--- config.mk ---
export PLATFORM = sky130hd
export DESIGN_NAME = pjet_mul
export DESIGN_NICKNAME = d
export VERILOG_FILES = /design/src/rtl/core/pjet_mul.sv
export SDC_FILE = /design/constraint.sdc
export NUM_CORES = 2
export LEC_CHECK = 0
export BUFFER_PORTS_ARGS = -buffer_cell sky130_fd_sc_hd__buf_2
export CORE_ASPECT_RATIO = 1.2
export CORE_MARGIN = 10
export CORE_UTILIZATION = 35
export DETAILED_ROUTE_END_ITERATION = 6
export SKIP_CTS_REPAIR_TIMING = 1
export SLEW_MARGIN = 5
export SYNTH_ARGS = -nofsm -noshare
export SYNTH_HDL_FRONTEND = slang
export SYNTH_SLANG_ARGS = --single-unit
--- constraint.sdc ---
create_clock -name clk -period 11.4 [get_ports clk]
set_input_delay 2.28 -clock clk [delete_from_list [all_inputs] [get_ports clk]]
set_output_delay 2.28 -clock clk [all_outputs]
set_load 0.05 [all_outputs]
--- src/rtl/core/pjet_mul.sv ---
`timescale 1ns / 1ps

// Shared signed multiplier with a registered product.
module pjet_mul (
  input  logic               clk,
  input  logic signed [31:0] a,
  input  logic signed [31:0] b,
  output logic signed [63:0] p
);

  always_ff @(posedge clk) begin
    p <= 64'(a) * 64'(b);
  end

endmodule

==> results.tsv <==
metric	value	unit
maximum_number_of_pins_on_one_net_before_global_route_repair	33	
numCtsBuffers	9	
largest_fanout_on_the_critical_path	32	
gr-usage-met1	20.1	%
areaGrowthSynthToFinish	6.54	%
fp.coreArea	0.106	mm2
finalHoldViolations	0	
port_buffers	128	
max_cap_violations	0	
row_count	131	
status	completed	
dieArea	0.120	mm2
die_h	377	um
totalNegativeSetupSlack	0	ns
clock_slew_seen_by_the_registers_of_the_worst_setup_and_hold_paths	0.07	ns
synth_area_per_cell	9.59	um2
path_class	primary input to register	
postSynthRegisterBits	64	
tritoncts	yes	
rsz0062_at_grt	false	
synth_area	0.0372	mm2
dominantRegCellSynth	dfxtp_1	
global_placement_routability_congestion	0.886	
biggestRegsByFlops	p: 64 flops	
largest_register_ff_count	64	
setup_viol	0	
grt.met3_usage	2.46	%
gate_count_post_synth	3884	
cp_data_required_time	11.68	ns
initial_core_util	35.1	%
period_share	90.8	%
die_x	318	um
mappedNetlistNets	5215	
antenna_found_initial	16	
post_drt_via_cell_ratio	4.84	
slew-limit-headroom	37.3	%
slew_violations	0	
drc	0	
ant_nets	0	
synth_async_sr_flop_share	0	%
period_minus_slack	10.35	ns
cp-start-kind	primary input	
top_level_ports	129	
cts.sinks	64	
worst-endpoint-arrival	10.63	ns
maximum_clock_frequency	96.6	MHz
overall_fraction_of_global_route_tracks_in_use	18.2	%
drive_gt1_share	5.86	%
worstMarginPinSlew	0.940	ns
synth_cell_types	63	
globalRoute.totalOverflow	0	
place_hpwl	88400	um
largest-register	p	
clock_tree.buffer_depth	2	
yosysWarnings	0	
global_route.usage.met2	34.5	%
worst_setup_path_end_kind	register	
routedWlPerCell	19.9	um
drt_pre_antenna_iters	5	
wl_final	105000	um
number_of_synthesized_flops_with_an_enable_pin	0	
dr_total_vias	25600	
fin_nets	5216	
synth_sequential_area_ratio	3.44	%
cts.root.buffer_cell	clkbuf_16	
clock_tree.htree_level_count	3	
drt_iter0_drc	1111	
min_path_type	primary input to register	
grt-busiest-layer	met2	
first_global_vias	29600	
grt_first_pass_wirelength	169000	um
-- layer usage --
metal / vias up / routed length, um / share of wire [%]
li1: 11000 / - / -
met1: 13600 / 38400 / 37
met4: 18 / 4970 / 4.7
met5: - / 109 / 0.10
met2: 632 / 57300 / 55
met3: 240 / 4200 / 4.0
-- worst paths after layout --
path,end,cells past startpoint,slack (ns),start
hold / removal,p[0],2,2.39,a[0]
setup / recovery,p[60],22,1.05,b[8]
-- kinds of logic after synthesis --
kind of cell | Yosys count | synth area share, %
flops | 64 | 3.44
buf+inv | 1152 | 11.6
compound gates | 193 | 3.46
xor+xnor | 75 | 1.76
fa+ha+maj | 1266 | 64.3
simple gates | 1134 | 15.4
-- through the flow --
step / setup WS (ns) / utilization (%) / instance area, um2 / instances / hold WS (ns)
6_report: 1.05 / 37.4 / 39700 / 5287 / 2.39
5_1_grt: 0.706 / 37.4 / 39700 / 5286 / 2.40
4_1_cts: 1.03 / 37.4 / 39700 / 5286 / 2.38
3_5_place_dp: 0.639 / 37.1 / 39400 / 5270 / 2.75
3_3_place_gp: 0.710 / 37.1 / 39400 / 5270 / 2.75
2_1_floorplan: 1.86 / - / 37200 / 3884 / 2.41
-- layout by cell type (no fill, tap or decap), types with 2 or more instances in the layout --
cell and count:
a21o_2 2, a211oi_2 3, and4_1 3, inv_1 952, a31oi_1 12, o21ai_2 2
ha_1 184, xor2_1 22, nor3_1 6, buf_4 61, fa_1 1082, nand4_1 7
nand2b_1 9, nor2_1 42, nand3_1 15, nand2_1 511, o21ai_0 28, o21bai_1 15
o31ai_1 6, a21o_1 23, clkinvlp_4 2, or3_1 4, and3_1 7, bufinv_16 2
a21boi_0 3, dfxtp_1 64, a211oi_1 4, o211ai_1 3, a21oi_1 68, o21a_1 4
nor2b_1 3, clkbuf_16 9, and2_1 516, xnor2_1 53, o22a_1 2, buf_2 128
-- Yosys cell counts (6+ instances only) --
master       n  share of area (%)
nand2_1    511                5.2
a21oi_1     68               0.91
and2_1     516                8.7
nor3_1       6              0.081
a21o_1      23               0.46
nor2_1      42               0.42
a31oi_1     12               0.20
inv_1      952                9.6
xnor2_1     53                1.2
clkbuf_1   195                2.0
xor2_1      22               0.52
o21ai_0     28               0.38
and3_1       7               0.12
nand4_1      7               0.12
fa_1      1082                 58
o31ai_1      6               0.12
nand3_1     15               0.20
o21bai_1    15               0.30
ha_1       184                6.2
dfxtp_1     64                3.4
nand2b_1     9               0.15
-- critical path: stages --
cell,delay [ns]
buf_2,0.64
nand2_1,0.27
fa_1,0.67
fa_1,0.95
inv_1,0.14
fa_1,0.60
fa_1,0.46
fa_1,0.53
fa_1,0.52
inv_1,0.06
fa_1,0.46
fa_1,0.52
inv_1,0.04
ha_1,0.39
and3_1,0.23
nand2_1,0.07
or3_1,0.37
o211ai_1,0.69
a2111oi_1,0.18
o21bai_1,0.22
a21oi_1,0.11
xnor2_1,0.15
-- layout make-up --
type | count | area [um2]
Clock buffer | 11 | 243
Antenna cell | 1 | 2.50
Tap cell | 1396 | 1750
Multi-Input combinational cell | 2668 | 31600
Clock inverter | 5 | 80.1
Timing Repair Buffer | 190 | 1120
Fill cell | 10700 | 66400
Inverter | 952 | 3570
Sequential cell | 64 | 1280
Power is not shown: default switching activity piles up to over one toggle a cycle in this logic, so the estimate is an artifact.
